<file path="src/rtl/mcs_pkg.sv">
// Shared types and constants for the min-max contrast stretch block.
package mcs_pkg;

  localparam int PIXEL_BITS = 8;
  localparam int CHANNELS   = 3;

  // Working widths: signed differences and products, unsigned quotients.
  localparam int DIFF_W = PIXEL_BITS + 1;
  localparam int PROD_W = 2 * DIFF_W;
  localparam int QUO_W  = 2 * PIXEL_BITS;

  // Divider retires RADIX_BITS quotient bits per step.
  localparam int RADIX_BITS = 2;
  localparam int DIV_STEPS  = QUO_W / RADIX_BITS;
  localparam int STEP_W     = $clog2(DIV_STEPS);

  // Configuration register map.
  localparam int ADDR_W    = 3;
  localparam int REG_IDX_W = ADDR_W - 2;
  localparam logic [REG_IDX_W-1:0] REG_NEW_MAX = 1'b0;
  localparam logic [REG_IDX_W-1:0] REG_NEW_MIN = 1'b1;

  typedef logic [PIXEL_BITS-1:0] pix_t;

  localparam pix_t PIX_MAX     = '1;
  localparam pix_t RST_NEW_MAX = '1;
  localparam pix_t RST_NEW_MIN = '0;

  typedef struct packed {
    logic start;
    logic step;
  } div_ctrl_t;

endpackage

</file>
<file path="src/rtl/mcs_stats.sv">
// Running per-channel minimum and maximum statistics.
module mcs_stats
  import mcs_pkg::*;
(
  input  logic                 clk,
  input  logic                 rst,
  input  logic                 update,
  input  logic                 restart,
  input  pix_t [CHANNELS-1:0]  pix,
  output pix_t [CHANNELS-1:0]  ch_min,
  output pix_t [CHANNELS-1:0]  ch_max
);

  always_ff @(posedge clk) begin
    if (rst) begin
      for (int k = 0; k < CHANNELS; k++) begin
        ch_min[k] <= PIX_MAX;
        ch_max[k] <= '0;
      end
    end else if (update) begin
      for (int k = 0; k < CHANNELS; k++) begin
        if (restart) begin
          ch_min[k] <= pix[k];
          ch_max[k] <= pix[k];
        end else begin
          if (pix[k] < ch_min[k]) ch_min[k] <= pix[k];
          if (pix[k] > ch_max[k]) ch_max[k] <= pix[k];
        end
      end
    end
  end

endmodule

</file>
<file path="src/rtl/mcs_div.sv">
// Iterative unsigned divider, restoring, RADIX_BITS quotient bits per step.
module mcs_div
  import mcs_pkg::*;
(
  input  logic             clk,
  input  div_ctrl_t        ctrl,
  input  logic [QUO_W-1:0] dividend,
  input  pix_t             divisor,
  output logic [QUO_W-1:0] quotient
);

  pix_t             rem;
  pix_t             dvs;
  logic [QUO_W-1:0] quo;
  pix_t             rem_next;
  logic [QUO_W-1:0] quo_next;

  // Two dependent shift-subtract steps per cycle, applied when ctrl.step is high.
  always_comb begin
    logic [PIXEL_BITS:0] trial;
    logic [QUO_W-1:0]    q;
    pix_t                r;
    r = rem;
    q = quo;
    for (int i = 0; i < RADIX_BITS; i++) begin
      trial = {r, q[QUO_W-1]};
      q     = {q[QUO_W-2:0], 1'b0};
      if (trial >= {1'b0, dvs}) begin
        trial = trial - {1'b0, dvs};
        q[0]  = 1'b1;
      end
      r = trial[PIXEL_BITS-1:0];
    end
    rem_next = r;
    quo_next = q;
  end

  always_ff @(posedge clk) begin
    if (ctrl.start) begin
      rem <= '0;
      quo <= dividend;
      dvs <= divisor;
    end else if (ctrl.step) begin
      rem <= rem_next;
      quo <= quo_next;
    end
  end

  assign quotient = quo;

endmodule

</file>
<file path="src/rtl/min_max_contrast_stretch.sv">
// Top level of the min-max contrast stretch: registers, sequencer, lanes, result register.
//
// Usage:
//   Input channel (in_valid / in_stall) carries one pixel per beat with mode and
//   frame_start. A measure beat (mode 0) folds the pixel into per-channel min and
//   max and yields no result; frame_start on a measure beat restarts the statistics.
//   A map beat (mode 1) yields one result beat on the output channel
//   (out_valid / out_stall) with the stretched channels and the flat flags.
//   Map path: multiply state, then 8 divide steps of 2 quotient bits each in the
//   per-channel divider lanes, then the finishing state, where the result loads
//   and out_valid rises. Throughput: measure, one pixel per cycle while in_stall
//   is low; map, in_stall is high from acceptance until the result loads.
//   The result sits in an output register, so input beats are taken while a
//   result waits; a map pixel that finishes while the receiver stalls holds in
//   its finishing state until the register frees up.
//   new_max (0x0) and new_min (0x4) sit on the APB port; write them only while
//   idle. Synchronous reset gives new_max 255, new_min 0, min 255, max 0 and an
//   empty output register.
module min_max_contrast_stretch
  import mcs_pkg::*;
(
  input  logic              clk,
  input  logic              rst,
  // pixel channel
  input  logic              in_valid,
  output logic              in_stall,
  input  logic              mode,
  input  logic              frame_start,
  input  pix_t              red_in,
  input  pix_t              green_in,
  input  pix_t              blue_in,
  // result channel
  output logic              out_valid,
  input  logic              out_stall,
  output pix_t              red_out,
  output pix_t              green_out,
  output pix_t              blue_out,
  output logic [CHANNELS-1:0] flat_channels,
  // APB configuration
  input  logic              psel,
  input  logic              penable,
  input  logic              pwrite,
  input  logic [ADDR_W-1:0] paddr,
  input  logic [31:0]       pwdata,
  output logic [31:0]       prdata,
  output logic              pready
);

  localparam logic [1:0] ST_IDLE = 2'd0;
  localparam logic [1:0] ST_MUL  = 2'd1;
  localparam logic [1:0] ST_DIV  = 2'd2;
  localparam logic [1:0] ST_DONE = 2'd3;

  logic [1:0]           state;
  logic [1:0]           state_next;
  logic [STEP_W-1:0]    step_cnt;

  pix_t                 new_max;
  pix_t                 new_min;
  logic [REG_IDX_W-1:0] reg_idx;
  logic                 cfg_wr;

  logic                 in_acc;
  logic                 out_acc;
  logic                 out_load;
  pix_t [CHANNELS-1:0]  in_pix;
  pix_t [CHANNELS-1:0]  pix;       // captured map pixel
  pix_t [CHANNELS-1:0]  ch_min;
  pix_t [CHANNELS-1:0]  ch_max;
  pix_t [CHANNELS-1:0]  mapped;
  logic [CHANNELS-1:0]  flat;
  logic [CHANNELS-1:0]  neg;
  div_ctrl_t            div_ctrl;

  // ---------------------------------------------------------------- config port
  assign pready  = 1'b1;
  assign reg_idx = paddr[ADDR_W-1:2];
  assign cfg_wr  = psel & penable & pwrite & pready;

  always_ff @(posedge clk) begin
    if (rst) begin
      new_max <= RST_NEW_MAX;
      new_min <= RST_NEW_MIN;
    end else if (cfg_wr) begin
      unique case (reg_idx)
        REG_NEW_MAX: new_max <= pwdata[PIXEL_BITS-1:0];
        REG_NEW_MIN: new_min <= pwdata[PIXEL_BITS-1:0];
        default:     ;
      endcase
    end
  end

  always_comb begin
    prdata = '0;
    unique case (reg_idx)
      REG_NEW_MAX: prdata = 32'(new_max);
      REG_NEW_MIN: prdata = 32'(new_min);
      default:     prdata = '0;
    endcase
  end

  // ---------------------------------------------------------------- handshakes
  assign in_stall = (state != ST_IDLE);
  assign in_acc   = in_valid & ~in_stall;
  assign out_acc  = out_valid & ~out_stall;
  // the result register frees up on the same edge its beat is taken
  assign out_load = (state == ST_DONE) & (~out_valid | ~out_stall);
  assign in_pix   = {blue_in, green_in, red_in};

  // ---------------------------------------------------------------- statistics
  mcs_stats u_stats (
    .clk     (clk),
    .rst     (rst),
    .update  (in_acc & ~mode),
    .restart (frame_start),
    .pix     (in_pix),
    .ch_min  (ch_min),
    .ch_max  (ch_max)
  );

  always_ff @(posedge clk) begin
    if (in_acc && mode) pix <= in_pix;
  end

  // ---------------------------------------------------------------- sequencer
  always_comb begin
    state_next = state;
    unique case (state)
      ST_IDLE: if (in_acc && mode) state_next = ST_MUL;
      ST_MUL:  state_next = ST_DIV;
      ST_DIV:  if (step_cnt == STEP_W'(DIV_STEPS - 1)) state_next = ST_DONE;
      ST_DONE: if (out_load) state_next = ST_IDLE;
      default: state_next = ST_IDLE;
    endcase
  end

  always_ff @(posedge clk) begin
    if (rst) begin
      state    <= ST_IDLE;
      step_cnt <= '0;
    end else begin
      state <= state_next;
      if (state == ST_DIV) step_cnt <= step_cnt + 1'b1;
      else                 step_cnt <= '0;
    end
  end

  assign div_ctrl.start = (state == ST_MUL);
  assign div_ctrl.step  = (state == ST_DIV);

  // ---------------------------------------------------------------- lanes
  // Per channel: (pix - min) * (new_max - new_min) in the multiply cycle, the
  // magnitudes go to the divider, the signs are recombined at the end.
  for (genvar k = 0; k < CHANNELS; k++) begin : g_lane
    logic signed [DIFF_W-1:0] diff;
    logic signed [DIFF_W-1:0] tdelta;
    logic signed [DIFF_W-1:0] sdelta;
    logic signed [PROD_W-1:0] prod;
    logic [QUO_W-1:0]         prod_mag;
    pix_t                     sdelta_mag;
    logic [QUO_W-1:0]         quo;
    logic signed [PROD_W-1:0] quo_s;
    logic signed [PROD_W-1:0] val;

    assign diff   = $signed({1'b0, pix[k]}) - $signed({1'b0, ch_min[k]});
    assign tdelta = $signed({1'b0, new_max}) - $signed({1'b0, new_min});
    assign sdelta = $signed({1'b0, ch_max[k]}) - $signed({1'b0, ch_min[k]});
    assign prod   = PROD_W'(diff) * PROD_W'(tdelta);

    assign prod_mag = prod[PROD_W-1] ? QUO_W'(-prod) : prod[QUO_W-1:0];
    // a flat channel never uses the quotient; keep the divisor non-zero
    assign sdelta_mag = (sdelta == '0) ? pix_t'(1) :
                        sdelta[DIFF_W-1] ? PIXEL_BITS'(-sdelta) : sdelta[PIXEL_BITS-1:0];

    always_ff @(posedge clk) begin
      if (state == ST_MUL) begin
        flat[k] <= (sdelta == '0);
        neg[k]  <= prod[PROD_W-1] ^ sdelta[DIFF_W-1];
      end
    end

    mcs_div u_div (
      .clk      (clk),
      .ctrl     (div_ctrl),
      .dividend (prod_mag),
      .divisor  (sdelta_mag),
      .quotient (quo)
    );

    // truncation toward zero: divide magnitudes, then apply the sign
    assign quo_s = neg[k] ? -$signed(PROD_W'(quo)) : $signed(PROD_W'(quo));
    assign val   = flat[k] ? $signed(PROD_W'(new_min))
                           : quo_s + $signed(PROD_W'(new_min));

    always_comb begin
      if (val < 0)                          mapped[k] = '0;
      else if (val > $signed(PROD_W'(PIX_MAX))) mapped[k] = PIX_MAX;
      else                                  mapped[k] = val[PIXEL_BITS-1:0];
    end
  end

  // ---------------------------------------------------------------- result register
  always_ff @(posedge clk) begin
    if (rst) begin
      out_valid <= 1'b0;
    end else if (out_load) begin
      out_valid <= 1'b1;
    end else if (out_acc) begin
      out_valid <= 1'b0;
    end
  end

  always_ff @(posedge clk) begin
    if (out_load) begin
      red_out       <= mapped[0];
      green_out     <= mapped[1];
      blue_out      <= mapped[2];
      flat_channels <= flat;
    end
  end

endmodule
</file>
<file path="config.mk">
export PLATFORM = sky130hd
export DESIGN_NAME = min_max_contrast_stretch
export DESIGN_NICKNAME = d
export VERILOG_FILES = /design/src/rtl/mcs_pkg.sv /design/src/rtl/mcs_stats.sv /design/src/rtl/mcs_div.sv /design/src/rtl/min_max_contrast_stretch.sv
export SDC_FILE = /design/constraint.sdc
export NUM_CORES = 1
export LEC_CHECK = 0
export BUFFER_PORTS_ARGS = -buffer_cell sky130_fd_sc_hd__clkbuf_2
export CAP_MARGIN = 15
export CELL_PAD_IN_SITES_DETAIL_PLACEMENT = 0
export CELL_PAD_IN_SITES_GLOBAL_PLACEMENT = 1
export CORE_MARGIN = 4
export CORE_UTILIZATION = 45
export CTS_CLUSTER_SIZE = 8
export DETAILED_ROUTE_END_ITERATION = 6
export PLACE_DENSITY_LB_ADDON = 0.1
export SYNTH_ARGS = -nofsm -noshare
export SYNTH_HDL_FRONTEND = slang
export SYNTH_SLANG_ARGS = --single-unit
</file>
<file path="constraint.sdc">
create_clock -name clk -period 8.6 [get_ports clk]
set_clock_uncertainty 0.15 [all_clocks]
set_input_delay 0 -clock clk [delete_from_list [all_inputs] [get_ports clk]]
set_output_delay 0 -clock clk [all_outputs]
set_load 0.01 [all_outputs]
</file>
Word-level counts from Yosys, hierarchy flattened
Cells that the tools add are included.

word-level totals
  bits in registers = 223
  input port bits = 68
  output and inout bits = 62

operators by class
  add/sub/neg operators = 26
  multipliers = 3
  order comparisons = 18
  equality and inequality tests = 7
  multiplexer cells = 52
  bitwise gates (word level) = 16
  reduce and logical (&&, ||, !) cells = 24

operators with widths
  operator                                                         count
  2-to-1 mux 8 bit                                                 24
  2-to-1 mux 16 bit                                                9
  2-to-1 mux 18 bit                                                6
  case mux 32 bit (2 select lines)                                 1
  subtractor 8 x 8 -> 9 bit                                        7
  adder 18 x 9 -> 18 bit                                           3
  greater-or-equal comparator 9 x 8 -> 1 bit                       6
  greater-than comparator 18 x 9 -> 1 bit (second input constant)  3
  < comparator 18 x 1 -> 1 bit (second input constant)             3
  multiplier 9 x 9 -> 18 bit                                       3
  negation 16 -> 18 bit                                            3
  negation 16 bit                                                  3
  subtractor 8 bit                                                 6
  zero test 9 bit                                                  3
  greater-than comparator 8 bit                                    3
  < comparator 8 bit                                               3
  negation 8 bit                                                   3
  nonzero test 2 bit                                               9
  AND reduction 2 bit                                              8
  2-to-1 mux 1 bit                                                 8
  case mux 2 bit (4 select lines)                                  1
  bitwise AND 1 bit                                                6
  2-to-1 mux 2 bit                                                 3
  inverter 1 bit                                                   6
  other kinds (12)                                                 16

Depth between registers and ports, before layout
Gate-level depths: netlist of the first run.

  depth after elaboration = 6
  mapped depth = 32

Hierarchy
From an unflattened synthesis of the first run, not the netlist that was laid out.

unflattened totals
  cells, all modules = 3044
  area total of the unflattened synthesis = 27888.0 µm²

modules (own cells, without submodules)
  module                    times used  cells each  area each (µm²)  sequential area each (µm²)
  min_max_contrast_stretch  1           2098        18306.3          2152.1
  mcs_div                   3           202         2188.3           880.8
  mcs_stats                 1           340         3016.6           960.9

Least setup slack after synthesis of the first run
No wires, ideal clock.

  kind = register to register
  from = register new_min[1]
  to = register g_lane[2].u_div.quo[15] (data pin)
  arrival = 7608 ps
  data required time = 8190 ps
  setup slack = 582 ps
  stages on the path, launching flop included = 28
  buffers on the path = 2
  clock period less this slack = 8018 ps
  cells stage by stage = dfxtp_1 inv_1 ha_1 nor2b_1 o21ai_0 nand2b_1 a21oi_1 o21bai_1 a21o_1 a21oi_1 xor2_1 clkbuf_1 nor2_1 fa_1 fa_1 fa_1 fa_1 ha_1 ha_1 or3_1 o211a_1 o31a_1 o41ai_1 xor2_1 clkbuf_1 o31ai_1 xnor2_1 mux2_2

between the ends
  word-level cells in the longest chain between the ends = 5

ends and longest elaborated chain
  element                         line                             RTL
  start, declared                 min_max_contrast_stretch.sv:59   pix_t new_min;
  start signal, assigned          min_max_contrast_stretch.sv:87   REG_NEW_MIN: new_min <= pwdata[PIXEL_BITS-1:0];
  subtractor 8 x 8 -> 9 bit (*)   min_max_contrast_stretch.sv:166  assign tdelta = $signed({1'b0, new_max}) - $signed({1'b0, new_min});
  multiplier 9 x 9 -> 18 bit (*)  min_max_contrast_stretch.sv:168  assign prod = PROD_W'(diff) * PROD_W'(tdelta);
  negation 16 bit                 min_max_contrast_stretch.sv:170  assign prod_mag = prod[PROD_W-1] ? QUO_W'(-prod) : prod[QUO_W-1:0];
  2-to-1 mux 16 bit (*)           min_max_contrast_stretch.sv:170
  2-to-1 mux 16 bit (*)           mcs_div.sv:39                    if (ctrl.start) begin
  end signal, assigned            mcs_div.sv:41                    quo <= dividend;
  end signal, assigned            mcs_div.sv:45                    quo <= quo_next;
  end, declared                   mcs_div.sv:14                    logic [QUO_W-1:0] quo;

Mark *: on every way between the ends. The rest lies on a longest branch, timed or not.
A chain may end at the register's enable or synchronous reset.

Final worst setup path of the first run
  from = register new_max[1]
  to = register g_lane[2].u_div.quo[15] (data pin)

between the ends
  word-level cells in the longest chain between the ends = 5

ends and longest elaborated chain
  element                         line                             RTL
  start, declared                 min_max_contrast_stretch.sv:58   pix_t new_max;
  start signal, assigned          min_max_contrast_stretch.sv:86   REG_NEW_MAX: new_max <= pwdata[PIXEL_BITS-1:0];
  subtractor 8 x 8 -> 9 bit (*)   min_max_contrast_stretch.sv:166
  multiplier 9 x 9 -> 18 bit (*)  min_max_contrast_stretch.sv:168
  negation 16 bit                 min_max_contrast_stretch.sv:170
  2-to-1 mux 16 bit (*)           min_max_contrast_stretch.sv:170
  2-to-1 mux 16 bit (*)           mcs_div.sv:39

Marked as above.

==> results of run 1 <==
cell type report:
| cell class | count | area share |
|---|---|---|
| flip-flops and latches | 223 | 0.195 |
| inverters | 390 | 0.0496 |
| multi-input cells | 2233 | 0.645 |
| clock inverters | 5 | 0.00123 |
| well taps | 765 | 0.0323 |
| repair buffers | 180 | 0.0441 |
| clock buffers | 58 | 0.0335 |
sequential cells by signal, indices dropped and copies added (netlist names), 8 cells and up:
| register | cells |
|---|---|
| blue_out | 8 |
| g_lane.u_div.dvs | 24 |
| g_lane.u_div.quotient | 48 |
| g_lane.u_div.rem | 24 |
| green_out | 8 |
| new_max | 8 |
| new_min | 8 |
| pix | 24 |
| red_out | 8 |
| u_stats.ch_max | 24 |
| u_stats.ch_min | 24 |
layout by cell type, fill, tap and decap left out, types with 38 or more instances in the layout:
cell type / Yosys / routed
o21ai_0: 93 / 93
nand2b_1: 53 / 53
nand2_1: 221 / 221
dlygate4sd3_1: 0 / 49
a21oi_1: 148 / 145
mux2i_1: 62 / 62
inv_1: 387 / 386
edfxtp_1: 129 / 129
a21o_1: 55 / 55
nor2_1: 270 / 270
buf_4: 25 / 51
xor2_1: 68 / 65
dfxtp_1: 94 / 94
nor3_1: 38 / 38
fa_1: 226 / 226
xnor2_1: 187 / 184
clkbuf_2: 0 / 78
ha_1: 304 / 302
cell families (layout without fill, tap and decap cells):
| family | count (synthesis) | count (layout) | share of synthesized area |
|---|---|---|---|
| flip-flops | 223 | 223 | 0.216 |
| AND/OR/NAND/NOR | 788 | 788 | 0.139 |
| other | 2 | 25 | 0.000282 |
| multiplexers | 97 | 97 | 0.0382 |
| buffers and inverters | 491 | 633 | 0.0730 |
| XOR/XNOR | 256 | 256 | 0.0846 |
| AO/OA/AOI/OAI | 537 | 537 | 0.135 |
| adder cells (fa/ha/maj) | 530 | 530 | 0.313 |
worst min-delay path, delay by kind of cell:
| family | cells | cell delay [ns] |
|---|---|---|
| AOI/OAI and AO/OA | 1 | 0.17 |
| buffers and inverters | 1 | 0.09 |
| and+or+nand+nor | 4 | 0.42 |
metal layers:
metal  global-route usage  wire (um)
met1                0.323      33800
met2                0.344      30500
met3               0.0297       3290
met4               0.0536       1640
met5                    0          0
timing repair:
action                     CTS  global route
hold endpoints to repair   119             0
setup buffers                0             5
hold buffers                49             0
setup endpoints to repair    0            39
gates resized for setup      0             9
stage by stage:
step           cells  worst slack (ns)
2_1_floorplan   2947             0.582
3_3_place_gp    3736             0.318
3_5_place_dp    3736             0.136
4_1_cts         3848            0.0971
5_1_grt         3854            0.0103
6_report        3854             0.362
worst min-delay path by stage:
stage,startpoint,to,slack (ns),cells past startpoint
final,in_valid,u_stats.ch_min[16],0.04,6
after global routing,in_valid,pix[4],0.07,3
after CTS,in_valid,u_stats.ch_min[16],0.04,6
after detailed placement,pwdata[5],new_max[5],0.1,3
after global placement,pwdata[5],new_max[5],0.09,3
after floorplan,red_in[0],pix[0],-0.05,0
==> reports/metrics.cfg, run 1 <==
[run_status]
status=finished clean

[critical_path]
r2r_slack_ns=0.36
cp.required_ns=8.74
crit_end=g_lane[2].u_div.quotient[15]
cpMostUsedCell=fa_1
crit_path_end_kind=flip-flop
startpoint_type=flip-flop
reg2reg_depth=27
critPathLaunch=new_max[1]
cp.arrival_ns=8.38
critPathBufInv=3
path_max_fanout=11
max_stage_delay_ns=0.63
timing.rr.start=new_max[1]
r2r_end=g_lane[2].u_div.quotient[15]
slowest_stage=xor2_2
worst-path-stages=27
path_class=reg -> reg
cp_top_family=adder cells

[clocking]
ctsHtreeMaxLevel=2
clkLatencyLatePin_ns=0.55
root_buffer=clkbuf_16
path_clk_slew_ns=0.05
clockBufferDepth=3
cts_tree=built
cts.sink_count=223
numCtsBuffers=35

[floorplan]
fp.dieArea_um2=63100
rows=88
die_h_um=251
ioPinCount=130
core_um2=58100
initial_utilization=0.457
die_w_um=251

[synthesis]
synth_seq_area_share=0.216
synth.distinct_cells=78
synth_top_area_cell=fa_1
synth_edf_count=129
synth_commonest_cells=inv_1 (387), ha_1 (304), nor2_1 (270), fa_1 (226), nand2_1 (221)
synth_warnings=0
yosys_most_used_dff=edfxtp_1
ys_ff_latch=223
syn_inst=2924
synth.avg_cell_area_um2=9.10
netlist_area_um2=26600
ys_async_sr_fraction=0
netlist_top_cells_area=fa_1 (17%), edfxtp_1 (15%), ha_1 (14%)
yosysMostFrequentCell=inv_1
synth_top_area_share=0.170

[cells_and_area]
final-seq-area_um2=5760
num-fill-cells=5506
syn_to_final_growth_pct=11.3
n_antenna_cell=0
fin_nets=3661
fin_area_um2=29600
fin_util=0.509
multi_input_area_um2=19100
drive_gt1_frac=0.0838

[timing]
finalSetupViolCount=0
fmax_ghz=0.121
finalHoldViolCount=0
slew_headroom=0.223
max_slew.worst_pin.slew_ns=1.16
hold_slack_ns=0.0354
drv_slew=0
min_period_ns=8.24
rsz0062_at_grt=no
fin_setup_tns_ns=0
period_share=0.958

[route]
num_vias=20683
wl_per_cell_um=18.0
drtAntennaViolNets=0
vias_per_cell=5.37
first_pass_iters=5
drt_iter0_drc=1150
wl_um=69300
drcViolationCount=0

[flow_run]
cap_violations=0

[place]
portBuffers=78
dp_hpwl_um=55600
gp_congestion=0.879
post_dp_cell_area_um2=27900

[global_routing]
grt_pass1_wl_um=112000
grt_antenna_before_repair=0
grt_usage=0.220
first_global_vias=20656
overflow=0
grt_max_degree=72

[hold_path]
hold_path.class=in -> reg

Power of run 1 is left out: the tool's default activity adds up to more than one toggle a clock period on the data nets, which glitch-free logic cannot reach.
==> run 2: changes to the inputs <==
Settings changed: CORE_MARGIN 4 to 1.
==> run 2 against run 1 <==
Global-route usage increased by 1.2 points. Core utilization increased by 0.11 points. Wire length decreased by 0.36%. Register-to-register slack improved by 0.11 ns. Die area decreased by 4.7%. Sequential share of layout area about the same. Hold slack improved by 0.0057 ns. Via count decreased by 0.49%. Critical path type unchanged. Design area about the same. Flip-flop and latch count unchanged. Worst setup slack improved by 0.11 ns. Highest routed layer unchanged.
==> reports/metrics.cfg, run 2 (synthesis results as in run 1) <==
[run_status]
status=finished clean

[place]
gp_congestion=0.848
portBuffers=78
dp_hpwl_um=55400

[cells_and_area]
syn_to_final_growth_pct=11.3
final_cell_mix=inv_1 (386), ha_1 (302), nor2_1 (270)
fin_nets=3662
drive_gt1_frac=0.0835
n_antenna_cell=0
largest_reg_flops=48
layout_commonest_cell=inv_1
fin_util=0.510

[global_routing]
met1_usage=0.338
first_global_vias=20266
use_met3=0.0277
overflow=0
grt_pass1_wl_um=110000
grt_usage=0.232
grt_max_degree=88
top_usage_layer=met2
grt_antenna_before_repair=1
grtUsageMet2=0.361

[timing]
slew_headroom=0.243
hold_slack_ns=0.0411
period_share=0.946
fin_setup_tns_ns=0
drv_slew=0
finalHoldViolCount=0
rsz0062_at_grt=no
finalSetupViolCount=0
min_period_ns=8.13
max_slew.worst_pin.slew_ns=1.13
fmax_ghz=0.123

[floorplan]
rows=88
die_h_um=245
initial_utilization=0.458
core_um2=58000
ioPinCount=130
fp.dieArea_um2=60100
die_w_um=245

[critical_path]
r2r_end=g_lane[2].u_div.quotient[12]
cp.required_ns=8.76
cp.arrival_ns=8.29
timing.rr.start=new_min[0]
path_max_fanout=6
max_stage_delay_ns=0.55
path_class=reg -> reg
crit_path_end_kind=flip-flop
cpMostUsedCell=fa_1
r2r_slack_ns=0.47
slowest_stage=fa_1
startpoint_type=flip-flop
reg2reg_depth=30

[clocking]
numCtsBuffers=35
path_clk_slew_ns=0.06
clkLatencyLatePin_ns=0.55
ctsHtreeMaxLevel=2
cts.sink_count=223
clockBufferDepth=3
cts_tree=built
root_buffer=clkbuf_16

[route]
drtAntennaViolNets=0
num_vias=20581
drt_iter0_drc=1137
first_pass_iters=6
wl_um=69100
drcViolationCount=0
vias_per_cell=5.34
wl_per_cell_um=17.9

[hold_path]
hold_start=in_valid
min_to=pix[3]
hold_path.class=in -> reg
hold_path_depth=3

[flow_run]
cap_violations=0

[run 2: cell count changes in the layout (fill, tap and decap cells not counted), sizes merged]
| cell | change |
|---|---|
| buf | +1 |
| clkbuf | +1 |
| clkinv | +1 |
| inv | -2 |
[run 2: per-stage QoR]
step                      cells  worst slack [ns]  area [um^2]
after floorplan            2947             0.582        26700
after global placement     3737             0.449        28000
after detailed placement   3737             0.270        28000
after CTS                  3849             0.240        29500
after global routing       3855            0.0122        29600
final                      3855             0.467        29600
[run 2: repair_timing]
action,CTS,global route
hold endpoints to repair,119,0
hold buffers,49,0
setup buffers,0,6
setup endpoints to repair,0,38
resized for setup,0,6
[run 2: layer usage]
metal | part of all wire | wire [um]
met1 | 0.49 | 33800
met2 | 0.44 | 30600
met3 | 0.048 | 3300
met4 | 0.020 | 1370
met5 | 0 | 0
[run 2: critical path, delay by kind of cell (launching register included)]
kind                       cells  cell delay [ns]
adders and majority gates      8             3.56
AOI/OAI and AO/OA             10             2.06
buffers and inverters          6             0.64
xor gates and xnor gates       2             0.45
DFF                            1             0.41
and+or+nand+nor                3             0.34
muxes                          1             0.27
[run 2: worst max path at each step]
stage	cells past startpoint	start	to
final	30	new_min[0]	g_lane[2].u_div.quotient[12]
after detailed placement	27	new_min[0]	g_lane[1].u_div.quotient[7]
after global placement	28	new_max[0]	g_lane[2].u_div.quotient[12]
after CTS	27	new_min[0]	g_lane[1].u_div.quotient[7]
after floorplan	27	new_min[1]	g_lane[2].u_div.quotient[15]
after global routing	30	new_min[0]	g_lane[2].u_div.quotient[12]
[run 2: area by class of cell]
type	instances	area (um^2)
fill	5487	28400
multi-input combinational	2233	19100
sequential	223	5760
inverter	390	1470
timing repair buffer	181	1290
clock buffer	59	1040
tap	765	957
clock inverter	4	35.0
Power of run 2 is left out for the same reason.
==> run 3: changes to the inputs <==
Settings changed: CORE_ASPECT_RATIO set to 0.9, MAX_ROUTING_LAYER set to met4.
==> run 3 against run 2 <==
Via count hardly changed. Core utilization fell by 0.51 points. Die area about the same.
==> reports/metrics.cfg, run 3 (synthesis results as in run 1) <==
[clocking]
ctsHtreeMaxLevel=2
path_clk_slew_ns=0.06
cts_tree=built
cts.sink_count=223
clockBufferDepth=3
root_buffer=clkbuf_16
clkLatencyLatePin_ns=0.55
cts_setup_buffers=0
numCtsBuffers=34

[floorplan]
die_w_um=258
ioPinCount=130
rows=84
core_um2=58400
initial_utilization=0.455
die_h_um=233
fp.dieArea_um2=60100

[global_routing]
grt_antenna_before_repair=0
top_usage_layer=met2
overflow=0
use_met3=0.0285
first_global_vias=20104
grt_pass1_wl_um=111000
met1_usage=0.350
grtUsageMet2=0.364
grt_usage=0.243
grt_max_degree=70

[hold_path]
hold_path.class=in -> reg

[route]
drcViolationCount=0
wl_per_cell_um=18.0
vias_per_cell=5.33
wl_um=69500
drt_iter0_drc=1091
drtAntennaViolNets=0
first_pass_iters=5
num_vias=20566

[timing]
rsz0062_at_grt=no
finalHoldViolCount=0
fmax_ghz=0.123
finalSetupViolCount=0
min_period_ns=8.10
fin_setup_tns_ns=0
drv_slew=0
hold_slack_ns=0.0140
max_slew.worst_pin.slew_ns=1.09
period_share=0.942
slew_headroom=0.273

[place]
portBuffers=78
post_dp_cell_area_um2=27900
gp_congestion=0.877
dp_hpwl_um=55300

[critical_path]
path_max_fanout=17
max_stage_delay_ns=0.53
cp.arrival_ns=8.22
path_class=reg -> reg
cp.required_ns=8.72
cpMostUsedCell=fa_1
crit_path_end_kind=flip-flop
slowest_stage=fa_1
startpoint_type=flip-flop

[cells_and_area]
largest_reg_flops=48
fin_area_um2=29500
layout_commonest_cell=inv_1
drive_gt1_frac=0.0785
final_cell_mix=inv_1 (386), ha_1 (302), nor2_1 (270)
fin_nets=3654
num-fill-cells=5618
syn_to_final_growth_pct=10.9

[run_status]
status=finished clean

[flow_run]
cap_violations=0

run 3: cell types whose count changed in the layout (fill, tap and decap cells not counted), sizes merged:
cell | before | now
buf | 54 | 43
clkbuf | 137 | 136
clkinv | 5 | 4
clkinvlp | 1 | 0
diode | 0 | 1
dlygate4sd3 | 49 | 53
inv | 388 | 389
run 3: layout make-up:
class / instances / area, um^2 / share of cell area
multi-input cells: 2233 / 19100 / 0.646
flip-flops and latches: 223 / 5760 / 0.195
inverters: 390 / 1460 / 0.0496
repair buffers: 174 / 1240 / 0.0422
well taps: 774 / 968 / 0.0328
clock buffers: 58 / 962 / 0.0326
clock inverters: 3 / 38.8 / 0.00131
diodes: 1 / 2.50 / 0.0000848
run 3: repair_timing:
| item | 4_1_cts | 5_1_grt |
|---|---|---|
| hold buffers | 53 | 0 |
| gates resized for setup | 0 | 10 |
| hold endpoints to repair | 119 | 0 |
| endpoints found under the setup margin | 0 | 47 |
run 3: worst paths after layout:
kind / from / endpoint / slack [ns] / cells past startpoint
min: in_valid / pix[3] / 0.01 / 3
min reg2reg: step_cnt[0] / step_cnt[0] / 0.28 / 1
max: new_max[0] / g_lane[0].u_div.quotient[15] / 0.50 / 30
max reg2reg: new_max[0] / g_lane[0].u_div.quotient[15] / 0.50 / 30
run 3: routing by layer:
layer | routed length, um | part of all wire
met5 | 0 | 0
met4 | 1330 | 0.019
met3 | 2900 | 0.042
met2 | 30200 | 0.43
met1 | 35000 | 0.50
run 3: metrics by stage:
stage	std cells	setup WS [ns]	utilization
4_1_cts	3855	0.141	0.504
3_5_place_dp	3741	0.203	0.478
3_3_place_gp	3741	0.243	0.478
6_report	3856	0.500	0.505
5_1_grt	3855	0.0149	0.505
2_1_floorplan	2947	0.582	-
run 3: worst max-delay path, delay by kind of cell, from the launching register on:
family,cells,cell delay (ns)
buffers and inverters,6,1.16
DFF,1,0.29
xor gates and xnor gates,2,0.37
and+or+nand+nor,1,0.17
AOI/OAI and AO/OA,13,2.43
adders and majority gates,8,3.24
Power of run 3 is left out for the same reason.
